## config.mk

```make
export PLATFORM = sky130hd
export DESIGN_NAME = mbox_from_line_detector
export DESIGN_NICKNAME = d
export VERILOG_FILES = /design/src/mfld_pkg.sv /design/src/mfld_in_stage.sv /design/src/mfld_parser.sv /design/src/mfld_out_stage.sv /design/src/mbox_from_line_detector.sv
export SDC_FILE = /design/constraint.sdc
export NUM_CORES = 1
export LEC_CHECK = 0
export BUFFER_PORTS_ARGS = -buffer_cell sky130_fd_sc_hd__buf_2
export CORE_ASPECT_RATIO = 0.5
export CORE_MARGIN = 2
export CORE_UTILIZATION = 45
export CTS_BUF_LIST = sky130_fd_sc_hd__clkbuf_8
export DETAILED_ROUTE_END_ITERATION = 8
export HOLD_SLACK_MARGIN = 0.03
export PLACE_DENSITY = 0.7
export SLEW_MARGIN = 10
export SYNTH_ARGS = -nofsm -noshare
export SYNTH_HDL_FRONTEND = slang
export SYNTH_SLANG_ARGS = --single-unit
export TNS_END_PERCENT = 20
```

## constraint.sdc

```tcl
create_clock -name clk_i -period 9.35 [get_ports clk_i]
set_input_delay 0.935 -clock clk_i [delete_from_list [all_inputs] [get_ports clk_i]]
set_output_delay 0.935 -clock clk_i [all_outputs]
set_load 0.03 [all_outputs]
```

## src/mfld_pkg.sv

```systemverilog
// ----------------------------------------------------------------------------
// mfld_pkg
// Types, constants and name tables for the mbox separator line detector.
// ----------------------------------------------------------------------------
package mfld_pkg;

  // Verdict codes carried on the result channel
  typedef enum logic [1:0] {
    V_START     = 2'd0,
    V_NOTSEP    = 2'd1,
    V_NOSPACE   = 2'd2,
    V_UNDECIDED = 2'd3
  } verdict_e;

  // Parse phases, one-hot
  typedef enum logic [11:0] {
    PH_PREFIX   = 12'b0000_0000_0001,
    PH_ADDRLEAD = 12'b0000_0000_0010,
    PH_ADDR     = 12'b0000_0000_0100,
    PH_WDLEAD   = 12'b0000_0000_1000,
    PH_WDAY     = 12'b0000_0001_0000,
    PH_MOLEAD   = 12'b0000_0010_0000,
    PH_MONTH    = 12'b0000_0100_0000,
    PH_DAY      = 12'b0000_1000_0000,
    PH_HOUR     = 12'b0001_0000_0000,
    PH_MIN      = 12'b0010_0000_0000,
    PH_SEC      = 12'b0100_0000_0000,
    PH_YEAR     = 12'b1000_0000_0000
  } phase_e;

  localparam int unsigned CharWidth  = 8;
  localparam int unsigned NumNames   = 12;   // widest name table (months)
  localparam int unsigned NumDays    = 7;
  localparam int unsigned NameLen    = 3;
  localparam int unsigned NumWidth   = 7;

  localparam logic [2:0]          PREFIX_LEN = 3'd5;
  localparam logic [2:0]          NAME_LEN   = 3'(NameLen);
  localparam logic [NumNames-1:0] ALL_CANDS  = '1;
  localparam logic [NumWidth-1:0] NUM_SAT    = 7'd127;
  localparam logic [NumWidth-1:0] DAY_MIN    = 7'd1;
  localparam logic [NumWidth-1:0] DAY_MAX    = 7'd31;
  localparam logic [NumWidth-1:0] HOUR_MAX   = 7'd23;
  localparam logic [NumWidth-1:0] MINSEC_MAX = 7'd59;

  // One input transaction held in the input register
  typedef struct packed {
    logic [CharWidth-1:0] char_byte;
    logic                 end_of_line;
  } item_t;

  // Result handed from the parser to the output register
  typedef struct packed {
    logic     valid;
    verdict_e verdict;
  } result_t;

  // Character of "From " at a position; zero past the end
  function automatic logic [CharWidth-1:0] prefix_char(input logic [2:0] pos);
    logic [CharWidth-1:0] ch;
    case (pos)
      3'd0:    ch = "F";
      3'd1:    ch = "r";
      3'd2:    ch = "o";
      3'd3:    ch = "m";
      3'd4:    ch = " ";
      default: ch = 8'h00;
    endcase
    return ch;
  endfunction

  // Weekday names, first letter in the top byte
  function automatic logic [23:0] day_name(input logic [2:0] idx);
    logic [23:0] nm;
    case (idx)
      3'd0:    nm = "Sun";
      3'd1:    nm = "Mon";
      3'd2:    nm = "Tue";
      3'd3:    nm = "Wed";
      3'd4:    nm = "Thu";
      3'd5:    nm = "Fri";
      3'd6:    nm = "Sat";
      default: nm = 24'h0;
    endcase
    return nm;
  endfunction

  // Month names, first letter in the top byte
  function automatic logic [23:0] month_name(input logic [3:0] idx);
    logic [23:0] nm;
    case (idx)
      4'd0:    nm = "Jan";
      4'd1:    nm = "Feb";
      4'd2:    nm = "Mar";
      4'd3:    nm = "Apr";
      4'd4:    nm = "May";
      4'd5:    nm = "Jun";
      4'd6:    nm = "Jul";
      4'd7:    nm = "Aug";
      4'd8:    nm = "Sep";
      4'd9:    nm = "Oct";
      4'd10:   nm = "Nov";
      4'd11:   nm = "Dec";
      default: nm = 24'h0;
    endcase
    return nm;
  endfunction

  // Which names carry character ch at position pos (pos is 0..2)
  function automatic logic [NumNames-1:0] name_hits(input logic                 is_month,
                                                    input logic [1:0]           pos,
                                                    input logic [CharWidth-1:0] ch);
    logic [NumNames-1:0] hits;
    logic [23:0]         nm;
    hits = '0;
    for (int i = 0; i < NumNames; i++) begin
      if (is_month) begin
        nm = month_name(4'(i));
      end else if (i < NumDays) begin
        nm = day_name(3'(i));
      end else begin
        nm = 24'h0;
      end
      hits[i] = (is_month || i < NumDays) && (nm[8*(2-int'(pos)) +: 8] == ch);
    end
    return hits;
  endfunction

endpackage

```

## src/mfld_in_stage.sv

```systemverilog
// ----------------------------------------------------------------------------
// mfld_in_stage
// Input register: holds one character transaction until the parser takes it.
// ----------------------------------------------------------------------------
module mfld_in_stage (
  input  logic                   clk_i,
  input  logic                   rst_ni,
  input  logic                   in_valid_i,
  output logic                   in_stall_o,
  input  logic [7:0]             char_byte_i,
  input  logic                   end_of_line_i,
  input  logic                   take_i,
  output logic                   item_valid_o,
  output mfld_pkg::item_t        item_o
);
  import mfld_pkg::*;

  logic  valid_q, valid_d;
  item_t item_q;
  logic  accept;

  // Stall only while a held transaction cannot move on
  assign in_stall_o = valid_q && !take_i;
  assign accept     = in_valid_i && !in_stall_o;

  always_comb begin
    valid_d = valid_q;
    if (accept) begin
      valid_d = 1'b1;
    end else if (take_i) begin
      valid_d = 1'b0;
    end
  end

  always_ff @(posedge clk_i or negedge rst_ni) begin
    if (!rst_ni) begin
      valid_q <= 1'b0;
    end else begin
      valid_q <= valid_d;
    end
  end

  // Payload, no reset needed
  always_ff @(posedge clk_i) begin
    if (accept) begin
      item_q.char_byte   <= char_byte_i;
      item_q.end_of_line <= end_of_line_i;
    end
  end

  assign item_valid_o = valid_q;
  assign item_o       = item_q;

endmodule

```

## src/mfld_parser.sv

```systemverilog
// ----------------------------------------------------------------------------
// mfld_parser
// Line state machine: consumes one character per cycle unless a line end waits
// for room in the result register, and yields the verdict on the line's last character.
// ----------------------------------------------------------------------------
module mfld_parser (
  input  logic                   clk_i,
  input  logic                   rst_ni,
  input  logic                   item_valid_i,
  input  mfld_pkg::item_t        item_i,
  input  logic                   out_free_i,
  output logic                   take_o,
  output mfld_pkg::result_t      result_o
);
  import mfld_pkg::*;

  phase_e              phase_q, phase_d;
  logic [2:0]          pos_q, pos_d;
  logic [NumNames-1:0] cand_q, cand_d;
  logic [NumWidth-1:0] num_q, num_d;
  logic                seen_q, seen_d;
  verdict_e            held_q, held_d;

  // A line end needs room in the output register
  assign take_o = item_valid_i && (!item_i.end_of_line || out_free_i);

  always_comb begin
    logic [CharWidth-1:0] c;
    logic                 blank;
    logic                 ws;
    logic                 digit;
    logic [10:0]          prod;
    logic                 name_go;
    logic                 is_month;
    logic [2:0]           npos;
    logic [NumNames-1:0]  ncand;
    logic [NumNames-1:0]  keep;
    logic                 in_range;
    logic                 colon_next;
    phase_e               num_next;

    c          = item_i.char_byte;
    blank      = (c == " ") || (c == 8'h09);
    ws         = (c == " ") || (c >= 8'h09 && c <= 8'h0d);
    digit      = (c >= "0") && (c <= "9");
    prod       = 11'(num_q) * 11'd10 + 11'(c[3:0]);
    name_go    = 1'b0;
    is_month   = 1'b0;
    npos       = pos_q;
    ncand      = cand_q;
    keep       = '0;
    in_range   = 1'b0;
    colon_next = 1'b0;
    num_next   = PH_HOUR;

    phase_d  = phase_q;
    pos_d    = pos_q;
    cand_d   = cand_q;
    num_d    = num_q;
    seen_d   = seen_q;
    held_d   = held_q;
    result_o = '{valid: 1'b0, verdict: V_NOTSEP};

    if (take_o && held_q == V_UNDECIDED) begin
      case (phase_q)
        // Literal "From "
        PH_PREFIX: begin
          if (pos_q < PREFIX_LEN && prefix_char(pos_q) == c) begin
            if (pos_q == PREFIX_LEN - 3'd1) begin
              pos_d   = '0;
              phase_d = PH_ADDRLEAD;
            end else begin
              pos_d = pos_q + 3'd1;
            end
          end else begin
            held_d = V_NOTSEP;
          end
        end
        PH_ADDRLEAD: begin
          if (!blank) begin
            phase_d = PH_ADDR;
          end
        end
        PH_ADDR: begin
          if (blank) begin
            phase_d = PH_WDLEAD;
          end
        end
        // Blanks before a name; first letter starts a fresh match
        PH_WDLEAD: begin
          if (!blank) begin
            phase_d = PH_WDAY;
            name_go = 1'b1;
            npos    = '0;
            ncand   = ALL_CANDS;
          end
        end
        PH_MOLEAD: begin
          if (!blank) begin
            phase_d  = PH_MONTH;
            name_go  = 1'b1;
            is_month = 1'b1;
            npos     = '0;
            ncand    = ALL_CANDS;
          end
        end
        PH_WDAY: begin
          name_go = 1'b1;
        end
        PH_MONTH: begin
          name_go  = 1'b1;
          is_month = 1'b1;
        end
        // Day, hour, minute and second share one number parser
        PH_DAY, PH_HOUR, PH_MIN, PH_SEC: begin
          case (phase_q)
            PH_DAY: begin
              in_range = (num_q >= DAY_MIN) && (num_q <= DAY_MAX);
              num_next = PH_HOUR;
            end
            PH_HOUR: begin
              in_range   = (num_q <= HOUR_MAX);
              colon_next = 1'b1;
              num_next   = PH_MIN;
            end
            PH_MIN: begin
              in_range   = (num_q <= MINSEC_MAX);
              colon_next = 1'b1;
              num_next   = PH_SEC;
            end
            default: begin
              in_range = (num_q <= MINSEC_MAX);
              num_next = PH_YEAR;
            end
          endcase
          if (!seen_q && ws) begin
            // leading whitespace, skip
          end else if (!seen_q && !digit) begin
            held_d = V_NOTSEP;
          end else if (digit) begin
            num_d  = (prod > 11'(NUM_SAT)) ? NUM_SAT : prod[NumWidth-1:0];
            seen_d = 1'b1;
          end else if (!in_range) begin
            held_d = V_NOTSEP;
          end else begin
            num_d  = '0;
            seen_d = 1'b0;
            if (colon_next ? (c == ":") : ws) begin
              phase_d = num_next;
            end else begin
              held_d = V_NOTSEP;
            end
          end
        end
        PH_YEAR: begin
          if (digit) begin
            held_d = V_START;
          end else if (!ws) begin
            held_d = V_NOTSEP;
          end
        end
        default: begin
          held_d = V_NOTSEP;
        end
      endcase

      // Three-letter name matching
      if (name_go) begin
        if (npos >= NAME_LEN) begin
          if (blank) begin
            phase_d = is_month ? PH_DAY : PH_MOLEAD;
          end else begin
            held_d = V_NOTSEP;
          end
        end else begin
          keep   = name_hits(is_month, npos[1:0], c);
          cand_d = ncand & keep;
          pos_d  = npos + 3'd1;
          if ((ncand & keep) == '0) begin
            held_d = V_NOTSEP;
          end
        end
      end
    end

    // Line end: report and return to the line start state
    if (take_o && item_i.end_of_line) begin
      result_o.valid = 1'b1;
      if (held_d != V_UNDECIDED) begin
        result_o.verdict = held_d;
      end else if (phase_d == PH_ADDRLEAD || phase_d == PH_ADDR) begin
        result_o.verdict = V_NOSPACE;
      end else begin
        result_o.verdict = V_NOTSEP;
      end
      phase_d = PH_PREFIX;
      pos_d   = '0;
      cand_d  = ALL_CANDS;
      num_d   = '0;
      seen_d  = 1'b0;
      held_d  = V_UNDECIDED;
    end
  end

  always_ff @(posedge clk_i or negedge rst_ni) begin
    if (!rst_ni) begin
      phase_q <= PH_PREFIX;
      pos_q   <= '0;
      cand_q  <= ALL_CANDS;
      num_q   <= '0;
      seen_q  <= 1'b0;
      held_q  <= V_UNDECIDED;
    end else begin
      phase_q <= phase_d;
      pos_q   <= pos_d;
      cand_q  <= cand_d;
      num_q   <= num_d;
      seen_q  <= seen_d;
      held_q  <= held_d;
    end
  end

endmodule

```

## src/mfld_out_stage.sv

```systemverilog
// ----------------------------------------------------------------------------
// mfld_out_stage
// Result register: holds one verdict transaction until the sink takes it.
// ----------------------------------------------------------------------------
module mfld_out_stage (
  input  logic                   clk_i,
  input  logic                   rst_ni,
  input  mfld_pkg::result_t      result_i,
  output logic                   out_free_o,
  output logic                   out_valid_o,
  input  logic                   out_stall_i,
  output logic [1:0]             verdict_o
);
  import mfld_pkg::*;

  logic     valid_q, valid_d;
  verdict_e verdict_q;

  // Room when empty or being drained this cycle
  assign out_free_o = !valid_q || !out_stall_i;

  always_comb begin
    valid_d = valid_q;
    if (result_i.valid) begin
      valid_d = 1'b1;
    end else if (valid_q && !out_stall_i) begin
      valid_d = 1'b0;
    end
  end

  always_ff @(posedge clk_i or negedge rst_ni) begin
    if (!rst_ni) begin
      valid_q <= 1'b0;
    end else begin
      valid_q <= valid_d;
    end
  end

  always_ff @(posedge clk_i) begin
    if (result_i.valid) begin
      verdict_q <= result_i.verdict;
    end
  end

  assign out_valid_o = valid_q;
  assign verdict_o   = verdict_q;

endmodule

```

## src/mbox_from_line_detector.sv

```systemverilog
// Path: an end-of-line transaction moves from the input register through the
//   parser into the result register when it is free; out_valid_o shows the verdict.
// Throughput: one character per cycle unless a line end waits on a stalled
//   result register; the per-character state update is a single parser pass.
// Reset: asynchronous, active low; parser returns to the line-start state and
//   both registers empty.
// ----------------------------------------------------------------------------
// mbox_from_line_detector
// Tests each text line against the mbox "From " separator format.
// ----------------------------------------------------------------------------
module mbox_from_line_detector (
  input  logic       clk_i,
  input  logic       rst_ni,
  input  logic       in_valid_i,
  output logic       in_stall_o,
  input  logic [7:0] char_byte_i,
  input  logic       end_of_line_i,
  output logic       out_valid_o,
  input  logic       out_stall_i,
  output logic [1:0] verdict_o
);
  import mfld_pkg::*;

  logic    item_valid;
  item_t   item;
  logic    take;
  logic    out_free;
  result_t result;

  mfld_in_stage u_in_stage (
    .clk_i         (clk_i),
    .rst_ni        (rst_ni),
    .in_valid_i    (in_valid_i),
    .in_stall_o    (in_stall_o),
    .char_byte_i   (char_byte_i),
    .end_of_line_i (end_of_line_i),
    .take_i        (take),
    .item_valid_o  (item_valid),
    .item_o        (item)
  );

  mfld_parser u_parser (
    .clk_i        (clk_i),
    .rst_ni       (rst_ni),
    .item_valid_i (item_valid),
    .item_i       (item),
    .out_free_i   (out_free),
    .take_o       (take),
    .result_o     (result)
  );

  mfld_out_stage u_out_stage (
    .clk_i       (clk_i),
    .rst_ni      (rst_ni),
    .result_i    (result),
    .out_free_o  (out_free),
    .out_valid_o (out_valid_o),
    .out_stall_i (out_stall_i),
    .verdict_o   (verdict_o)
  );

endmodule

```

==> results of run 1 <==
-- logic make-up (layout without fill, tap and decap cells) --
| family | after synthesis | in the layout | synth area share, % |
|---|---|---|---|
| AOI/OAI and AO/OA | 204 | 204 | 27.0 |
| xor gates and xnor gates | 33 | 33 | 5.47 |
| adders and majority gates | 25 | 25 | 6.20 |
| buffers and inverters | 74 | 57 | 5.94 |
| DFF | 50 | 50 | 25.1 |
| muxes | 3 | 3 | 0.616 |
| and+or+nand+nor | 286 | 286 | 29.7 |
-- per-stage QoR --
| stage | util, % | std cells | area, sq um |
|---|---|---|---|
| 2_1_floorplan | - | 675 | 5280 |
| 3_3_place_gp | 48.3 | 809 | 5410 |
| 3_5_place_dp | 48.3 | 809 | 5410 |
| 4_1_cts | 49.3 | 817 | 5530 |
| 5_1_grt | 49.3 | 817 | 5530 |
| 6_report | 49.3 | 817 | 5530 |
-- worst paths after layout --
path                                            from             endpoint  cells after the start
worst min register to register   u_parser.cand_q[11]  u_parser.cand_q[11]                      2
worst max register to register  u_in_stage.item_o[5]   u_parser.held_q[1]                     14
min in group asynchronous                     rst_ni    u_parser.num_q[3]                      1
worst max-delay path            u_in_stage.item_o[5]   u_parser.held_q[1]                     14
max in group asynchronous                     rst_ni    u_parser.pos_q[2]                      1
worst min-delay path             u_parser.cand_q[11]  u_parser.cand_q[11]                      2
-- cell type report --
type / count / area share [%]
flip-flops and latches: 50 / 24.0
multi-input cells: 551 / 66.0
well taps: 159 / 3.60
repair buffers: 26 / 2.81
clock inverters: 3 / 0.860
inverters: 23 / 1.56
clock buffers: 5 / 1.24
-- placed cells by master, fill, tap and decap left out, types with 11 or more instances in the layout --
cell      synthesis  layout
a21oi_1          51      50
buf_2             5      16
dfrtp_1          24      24
dfstp_2          15      15
edfxtp_1         11      11
ha_1             23      23
inv_1            21      21
nand2_1          53      53
nand3_1          17      17
nand4_1          13      13
nor2_1           76      76
nor3_1           25      25
nor4_1           17      17
o211ai_1         11      11
o21ai_0          37      37
xnor2_1          21      21
xor2_1           12      12
-- power breakdown --
part / leakage [nW] / internal [W] / total (W) / switching (W)
clock network: 0.0591 / 0.0000820 / 0.000173 / 0.0000912
registers: 0.590 / 0.000268 / 0.000327 / 0.0000593
logic: 1.45 / 0.000216 / 0.000598 / 0.000382
-- tightest hold or removal path: cells and delay by family (launching register included) --
| family | cells | cell delay (ns) |
|---|---|---|
| flops | 1 | 0.39 |
| simple gates | 1 | 0.09 |
| compound gates | 1 | 0.04 |
-- registers in the layout, indices dropped and copies added, names as in the netlist --
| name | flops |
|---|---|
| u_in_stage.item_valid_o | 1 |
| u_out_stage.verdict_o | 2 |
| u_parser.cand_q | 12 |
| u_parser.held_q | 2 |
| u_out_stage.out_valid_o | 1 |
| u_parser.num_q | 7 |
| u_parser.pos_q | 3 |
| u_parser.seen_q | 1 |
| u_parser.phase_q | 12 |
| u_in_stage.item_o | 9 |
-- routing by layer --
| layer | global-route usage (%) | part of all wire [%] | up-vias |
|---|---|---|---|
| met2 | 40.7 | 42 | 309 |
| li1 | - | - | 2511 |
| met4 | 7.45 | 2.1 | 2 |
| met5 | 0 | 0.076 | - |
| met1 | 40.8 | 46 | 2668 |
| met3 | 7.18 | 10 | 36 |
==> results_dict.tcl, run 1 <==
set metrics [dict create \
    finalPower_w 0.00110 \
    crit_required_ns 9.61 \
    p_leak_nw 2.10 \
    syn_area_sq_um 5280 \
    rrSetupSlack_ns 3.96 \
    async_reset_ff_share_pct 78.0 \
    yosys-top-cells-count "nor2_1 (76), nand2_1 (53), a21oi_1 (51)" \
    postCtsSetupBuffers 0 \
    fill_cells 1138 \
    floorplan.initialDensity_pct 47.1 \
    ys_ff_latch 50 \
    drtAntennaViolNets 0 \
    critPathArrivalTime_ns 5.66 \
    synthCells 675 \
    yosysTopAreaCell "dfrtp_1" \
    path_clk_slew_ns 0.12 \
    start_kind "flip-flop" \
    num_vias 5526 \
    fp.dieW_um 157 \
    max-vdd-ir-drop_mv 0.0855 \
    crit_type "reg -> reg" \
    wl_um 17100 \
    cts_sinks 50 \
    finalCritPeriodShare_pct 57.7 \
    grt_usage_pct 28.0 \
    clockBufferDepth 2 \
    fin_skew_ns 0.0148 \
    holdWs_ns 0.513 \
    first_global_vias 5038 \
    drt-pass1-iter-count 6 \
    path_buf_inv 2 \
    yosysSeqAreaShare_pct 25.1 \
    ios 17 \
    vias_per_cell 6.76 \
    synthDistinctLibCells 84 \
    crit_chain "nor3_1, o211ai_1, buf_4, a21oi_2, ha_1, inv_1, nor3_1, o211ai_1, a21oi_1, nor3b_1, nor4b_1, or4_1, nor4_1, o21ai_1" \
    synth.most_common_cell "nor2_1" \
    grt_start_max_net_pins 40 \
    fin_nets 695 \
    cts_buffers 5 \
    seqCellArea_sq_um 1330 \
    yosysTopAreaCellShare_pct 11.4 \
    area_growth_pct 4.66 \
    fin_crit_ns 5.39 \
    max_freq_ghz 0.185 \
    status "finished, final reports clean" \
    ys.flop_type "dfrtp_1" \
    syn_area_per_cell_sq_um 7.83 \
    multi_input_area_sq_um 3650 \
    maxCapViolations 0 \
    fp.dieH_um 80.6 \
    ys_top_cells_by_area "dfrtp_1 (11%), dfstp_2 (7.5%), edfxtp_1 (6.3%)" \
    fin_ws_ns 3.96 \
    post-dp-hpwl_um 12300 \
    h-tree-depth 2 \
    hold_path_class "reg -> reg" \
    cts_hold_buffers 0 \
    max_slew_margin_pct 36.3 \
    drv_slew 0 \
    drc_errors 0 \
    num_antenna_cells 0 \
    slowest_stage "ha_1" \
    io_buffers 16 \
    drive_gt1_share_pct 12.2 \
    max_stage_delay_ns 0.82 \
    critPathMaxFanout 22 \
    wl_per_cell_um 20.9 \
    rows 27 \
    grt_pass1_wl_um 27600 \
    rsz0062_at_grt "no" \
    synthesis.nets 713 \
    pre_cts_ws_ns 4.11 \
    core_area_sq_um 11200 \
    antenna_found_initial 2 \
    finalSetupTns_ns 0 \
    drtIter0Drc 934 \
    setup_viol 0 \
    worst_pin_slew_ns 0.956 \
    grt_remaining_overflow 0 \
    critPathTopFamily "simple AND/OR/NAND/NOR gates" \
    gp_congestion 0.973 \
    cts_root_buffer "clkbuf_8" \
    clock_latency_ns 0.33 \
    finalHoldViolations 0 \
    endpoint_kind "flip-flop" \
    cts_tree "done" \
    synth_edf_count 11 \
    power.density_nw_per_um2 199 \
    yosys_warnings 0 \
    cts-resized-gates 0 \
    die_area_sq_um 12700 \
]
No activity file was read; power rests on OpenSTA's default activity.
==> run 2, diff against run 1 <==
--- a/config.mk
+++ b/config.mk
@@ -5,6 +5,7 @@
 export SDC_FILE = /design/constraint.sdc
 export NUM_CORES = 1
 export LEC_CHECK = 0
+export ABC_AREA = 1
 export BUFFER_PORTS_ARGS = -buffer_cell sky130_fd_sc_hd__buf_2
 export CORE_ASPECT_RATIO = 0.5
 export CORE_MARGIN = 2
@@ -12,7 +13,7 @@
 export CTS_BUF_LIST = sky130_fd_sc_hd__clkbuf_8
 export DETAILED_ROUTE_END_ITERATION = 8
 export HOLD_SLACK_MARGIN = 0.03
-export PLACE_DENSITY = 0.7
+export PLACE_DENSITY = 0.72
 export SLEW_MARGIN = 10
 export SYNTH_ARGS = -nofsm -noshare
 export SYNTH_HDL_FRONTEND = slang
==> constraint.sdc (replaced) <==
create_clock -name clk_i -period 4.65 [get_ports clk_i]
set_input_delay 0.465 -clock clk_i [delete_from_list [all_inputs] [get_ports clk_i]]
set_output_delay 0.465 -clock clk_i [all_outputs]
set_load 0.03 [all_outputs]
==> run 2 against run 1 <==
  * Non-clock buffer count is the same
  * Synthesized cell count grew 19%
  * Register-to-register slack lost 3.5 ns
  * Sequential cell count is the same
  * Clock-buffer cell count is the same
  * Setup slack lost 3.5 ns
  * Core utilization grew 0.36 points
  * Synthesized area shrank 2.4%
  * First-iteration DRC count shrank 43%
  * Die area shrank 2.3%
  * Via count shrank 1.0%
==> results_dict.tcl, run 2 <==
set metrics [dict create \
    status "finished, final reports clean" \
    finalSetupTns_ns 0 \
    swShare_pct 48.9 \
    syn_area_sq_um 5160 \
    drtAntennaViolNets 0 \
    h-tree-depth 2 \
    drtIter0Drc 537 \
    rsz0062_at_grt "no" \
    cts_hold_buffers 0 \
    critPathMaxFanout 9 \
    area_growth_pct 6.72 \
    multi_input_area_sq_um 3320 \
    synthDistinctLibCells 49 \
    antenna_found_initial 0 \
    place_area_sq_um 5390 \
    clockBufferDepth 2 \
    cts_tree "done" \
    synthCells 802 \
    grt_remaining_overflow 0 \
    max-vdd-ir-drop_mv 0.182 \
    core_area_sq_um 11100 \
    grt_pass1_wl_um 25900 \
    max_freq_ghz 0.237 \
    yosysSeqAreaShare_pct 25.7 \
    num_antenna_cells 0 \
    first_global_vias 5204 \
    pre_cts_ws_ns 0.587 \
    cts-resized-gates 0 \
    fin_skew_ns 0.00523 \
    drive_gt1_share_pct 13.4 \
    post-dp-hpwl_um 12100 \
    switchingPower_w 0.00103 \
    ios 17 \
    seqPwrFrac_pct 28.6 \
    fin_crit_ns 4.22 \
    synth.most_common_cell "nand2_1" \
    floorplan.initialDensity_pct 46.5 \
    clock_latency_ns 0.32 \
    seqCellArea_sq_um 1330 \
    hold_path_class "in -> async" \
    path_clk_slew_ns 0.10 \
    ff2ff_path_depth 28 \
    endpoint_kind "flip-flop" \
    grt_start_max_net_pins 40 \
    finalHoldViolations 0 \
    yosys_warnings 0 \
    yosysTopAreaCellShare_pct 15.7 \
    setup_viol 0 \
    drv_slew 0 \
    power.density_nw_per_um2 384 \
    ys_ff_latch 50 \
    syn_area_per_cell_sq_um 6.43 \
    fill_cells 1148 \
    final_cell_mix "nand2_1 (216), inv_1 (96), nand3_1 (90)" \
    cts_sinks 50 \
    die_area_sq_um 12400 \
    async_reset_ff_share_pct 78.0 \
    gp_congestion 1.03 \
    yosys-top-cells-count "nand2_1 (216), inv_1 (96), nand3_1 (90)" \
    vias_per_cell 5.69 \
    synthesis.nets 840 \
    intPower_w 0.00108 \
    worst_pin_slew_ns 0.943 \
    start_kind "flip-flop" \
    crit_type "reg -> reg" \
    p_leak_nw 2.85 \
    wl_um 15700 \
    drt-pass1-iter-count 6 \
    fp.dieW_um 155 \
    maxCapViolations 0 \
    num_vias 5471 \
    finalPower_w 0.00211 \
    crit_required_ns 4.73 \
    grt_usage_pct 26.5 \
    max_stage_delay_ns 0.50 \
    synth_edf_count 11 \
    fin_nets 853 \
    final_cell_area_sq_um 5500 \
    postCtsSetupBuffers 0 \
    max_slew_margin_pct 36.3 \
    crit_top_cell "nand2_1" \
    fp.dieH_um 79.7 \
    drc_errors 0 \
    slowest_stage "ha_1" \
    ys.flop_type "dfrtp_1" \
    finalCritPeriodShare_pct 90.8 \
    post-route-util_pct 49.7 \
    cts_buffers 5 \
    wl_per_cell_um 16.3 \
    p_clk_share_pct 15.4 \
    cts_root_buffer "clkbuf_8" \
    p_comb_share_pct 56.0 \
    ys_top_cells_by_area "nand2_1 (16%), dfrtp_1 (12%), nand3_1 (8.7%)" \
    layout_commonest_cell "nand2_1" \
    rows 27 \
    yosysTopAreaCell "nand2_1" \
    critPathArrivalTime_ns 4.31 \
    fin_ws_ns 0.429 \
    io_buffers 16 \
]
-- run 2: cell types whose count changed after synthesis, moves of 14 or more --
cell	before	now
nand2_1	53	216
inv_1	21	96
nand3_1	17	90
clkbuf_1	40	11
xnor2_1	21	4
nor4_1	17	2
nand2_2	0	14
-- run 2: logic make-up after synthesis --
kind of cell    share of synthesized area, %
buf+inv                                 9.85
flops                                   25.7
xor+xnor                                2.21
mux                                    0.194
compound gates                          12.3
simple gates                            43.4
fa+ha+maj                               6.36
-- run 2: through the flow --
step | hold WS [ns] | instances
2_1_floorplan | 0.169 | 802
3_3_place_gp | 0.495 | 953
3_5_place_dp | 0.494 | 953
4_1_cts | 0.298 | 961
5_1_grt | 0.304 | 961
6_report | 0.267 | 961
-- run 2: critical path, delay by kind of cell, from the launching register on --
kind / cells / cell delay [ns]
flip-flops: 1 / 0.47
buffers and inverters: 4 / 0.47
AND/OR/NAND/NOR: 23 / 2.54
adder cells (fa/ha/maj): 1 / 0.50
-- run 2: cell type report --
class,count,share of cell area (%)
inverter,108,7.37
clock inverter,3,0.796
timing repair buffer,26,2.82
sequential,50,24.1
multi-input combinational,624,60.4
tap,145,3.30
clock buffer,5,1.25
-- run 2: final timing paths --
check | from | to | slack [ns]
min | rst_ni | u_parser.pos_q[1] | 0.27
min reg2reg | u_parser.cand_q[9] | u_parser.cand_q[9] | 0.50
max reg2reg | u_parser.phase_q[10] | u_out_stage.verdict_o[1] | 0.43
max | u_parser.phase_q[10] | u_out_stage.verdict_o[1] | 0.43
max in group asynchronous | rst_ni | u_out_stage.out_valid_o | 3.83
min in group clk_i | end_of_line_i | u_in_stage.item_o[0] | 0.32
-- run 2: per-layer routing --
layer  wire (um)  share of wire (%)  track usage, %
met1        7030                 45            34.9
met2        6990                 45            43.1
met3        1100                7.0            4.61
met4         538                3.4            11.6
met5           0                  0               0
-- run 2: power by group through the flow --
stage          Clock [W]  Sequential, W  Combinational, W
3_5_place_dp           0       0.000609           0.00116
2_1_floorplan          0       0.000594          0.000903
6_report        0.000325       0.000603           0.00118
4_1_cts         0.000331       0.000601           0.00116
3_3_place_gp           0       0.000606           0.00114
5_1_grt         0.000347       0.000611           0.00132
==> run 3, diff against run 2 <==
--- a/config.mk
+++ b/config.mk
@@ -11,6 +11,7 @@
 export CORE_MARGIN = 2
 export CORE_UTILIZATION = 45
 export CTS_BUF_LIST = sky130_fd_sc_hd__clkbuf_8
+export CTS_CLUSTER_DIAMETER = 150
 export DETAILED_ROUTE_END_ITERATION = 8
 export HOLD_SLACK_MARGIN = 0.03
 export PLACE_DENSITY = 0.72
==> constraint.sdc (replaced) <==
create_clock -name clk_i -period 4.65 [get_ports clk_i]
set_input_delay 0 -clock clk_i [delete_from_list [all_inputs] [get_ports clk_i]]
set_output_delay 0 -clock clk_i [all_outputs]
set_load 0.03 [all_outputs]
==> run 3 against run 2 <==
  * Clock-buffer cell count stayed put
  * Critical path depth unchanged
  * Sequential power is essentially flat
  * Global-route usage up 0.26 points
  * Die area stayed put
  * Via count is 1.6% higher
  * Largest power group unchanged
  * Highest routed layer unchanged
==> results_dict.tcl, run 3 (synthesis gave the netlist of run 2 again) <==
set metrics [dict create \
    worst_pin_slew_ns 0.929 \
    slowest_stage "ha_1" \
    grt_remaining_overflow 0 \
    start_kind "flip-flop" \
    cts_root_buffer "clkbuf_8" \
    cts_tree "done" \
    grt_pass1_wl_um 26200 \
    finalSetupTns_ns 0 \
    status "finished, final reports clean" \
    drt-pass1-iter-count 5 \
    antenna_found_initial 0 \
    seqPwrFrac_pct 28.4 \
    fin_skew_ns 0.00361 \
    critPathArrivalTime_ns 4.28 \
    layout_commonest_cell "nand2_1" \
    max_stage_delay_ns 0.50 \
    p_comb_share_pct 56.2 \
    cts-resized-gates 0 \
    max_slew_margin_pct 37.2 \
    grt_start_max_net_pins 40 \
    pre_cts_ws_ns 0.587 \
    drtAntennaViolNets 0 \
    fin_nets 866 \
    swShare_pct 48.9 \
    crit_type "reg -> reg" \
    num_antenna_cells 0 \
    crit_required_ns 4.73 \
    first_global_vias 5273 \
    floorplan.initialDensity_pct 46.5 \
    fp.dieW_um 155 \
    final_cell_mix "nand2_1 (216), inv_1 (96), nand3_1 (90)" \
    drv_slew 0 \
    fp.dieH_um 79.7 \
    clock_latency_ns 0.32 \
    drtIter0Drc 512 \
    place_area_sq_um 5390 \
    io_buffers 16 \
    fin_crit_ns 4.20 \
    post-dp-hpwl_um 12100 \
    gp_congestion 1.03 \
    max-vdd-ir-drop_mv 0.182 \
    intPower_w 0.00109 \
    drive_gt1_share_pct 13.1 \
    max_freq_ghz 0.238 \
    power.density_nw_per_um2 377 \
    cts_sinks 50 \
    cts_buffers 5 \
    finalCritPeriodShare_pct 90.3 \
    holdWs_ns 0.351 \
    grt_usage_pct 26.8 \
    endpoint_kind "flip-flop" \
    switchingPower_w 0.00104 \
    p_leak_nw 2.90 \
    path_clk_slew_ns 0.10 \
    wl_um 15900 \
    critPathMaxFanout 9 \
    finalPower_w 0.00212 \
    p_clk_share_pct 15.3 \
    num_vias 5557 \
    rows 27 \
    maxCapViolations 0 \
    setup_viol 0 \
    drc_errors 0 \
    rsz0062_at_grt "no" \
    final_cell_area_sq_um 5630 \
    crit_top_cell "nand2_1" \
    ios 17 \
    fill_cells 1126 \
    area_growth_pct 9.24 \
    vias_per_cell 5.71 \
    h-tree-depth 2 \
    wl_per_cell_um 16.3 \
    clockBufferDepth 2 \
    die_area_sq_um 12400 \
    core_area_sq_um 11100 \
    fin_ws_ns 0.451 \
    finalHoldViolations 0 \
    hold_path_class "in -> async" \
]
## run 3: final cells by class
type	count	area [sq um]	share of cell area (%)
Clock buffer	5	68.8	1.22
Clock inverter	3	43.8	0.777
Inverter	108	405	7.20
Multi-Input combinational cell	624	3320	59.0
Sequential cell	50	1330	23.5
Tap cell	145	181	3.22
Timing Repair Buffer	39	285	5.06
## run 3: path summary, 6_finish.rpt
path / depth (start not counted) / slack (ns) / to / start
worst max-delay path: 28 / 0.45 / u_out_stage.verdict_o[1] / u_parser.phase_q[10]
worst min-delay path: 2 / 0.35 / u_parser.pos_q[1] / rst_ni
worst max register to register: 28 / 0.45 / u_out_stage.verdict_o[1] / u_parser.phase_q[10]
worst min register to register: 2 / 0.50 / u_parser.cand_q[9] / u_parser.cand_q[9]
max in group asynchronous: 2 / 3.75 / u_out_stage.out_valid_o / rst_ni
min in group clk_i: 2 / 0.39 / u_in_stage.item_o[6] / char_byte_i[5]
## run 3: metrics by stage
stage,cells,utilization (%)
finish,974,50.8
global route,974,50.8
floorplan,802,-
detailed placement,953,48.7
global placement,953,48.7
CTS,974,50.8
## run 3: power by group through the flow
stage / clock network (W) / registers, W / logic (W)
floorplan: 0 / 0.000594 / 0.000903
global placement: 0 / 0.000606 / 0.00114
detailed placement: 0 / 0.000609 / 0.00116
CTS: 0.000331 / 0.000601 / 0.00117
global route: 0.000347 / 0.000611 / 0.00133
finish: 0.000326 / 0.000604 / 0.00119
## run 3: what timing repair did
action	4_1_cts	5_1_grt
endpoints found under the hold margin	35	0
hold buffers	13	0
setup buffers	0	0
## run 3: critical path: cells and delay by family, from the launching register on
| kind | cells | cell delay [ns] |
|---|---|---|
| DFF | 1 | 0.47 |
| and+or+nand+nor | 23 | 2.52 |
| adders and majority gates | 1 | 0.50 |
| buffers and inverters | 4 | 0.46 |
## run 3: layer usage
layer	vias up	wire length, um	track usage [%]
met3	51	1150	4.61
li1	2686	-	-
met4	0	532	11.9
met1	2552	7080	34.9
met2	268	7120	43.9
met5	-	0	0
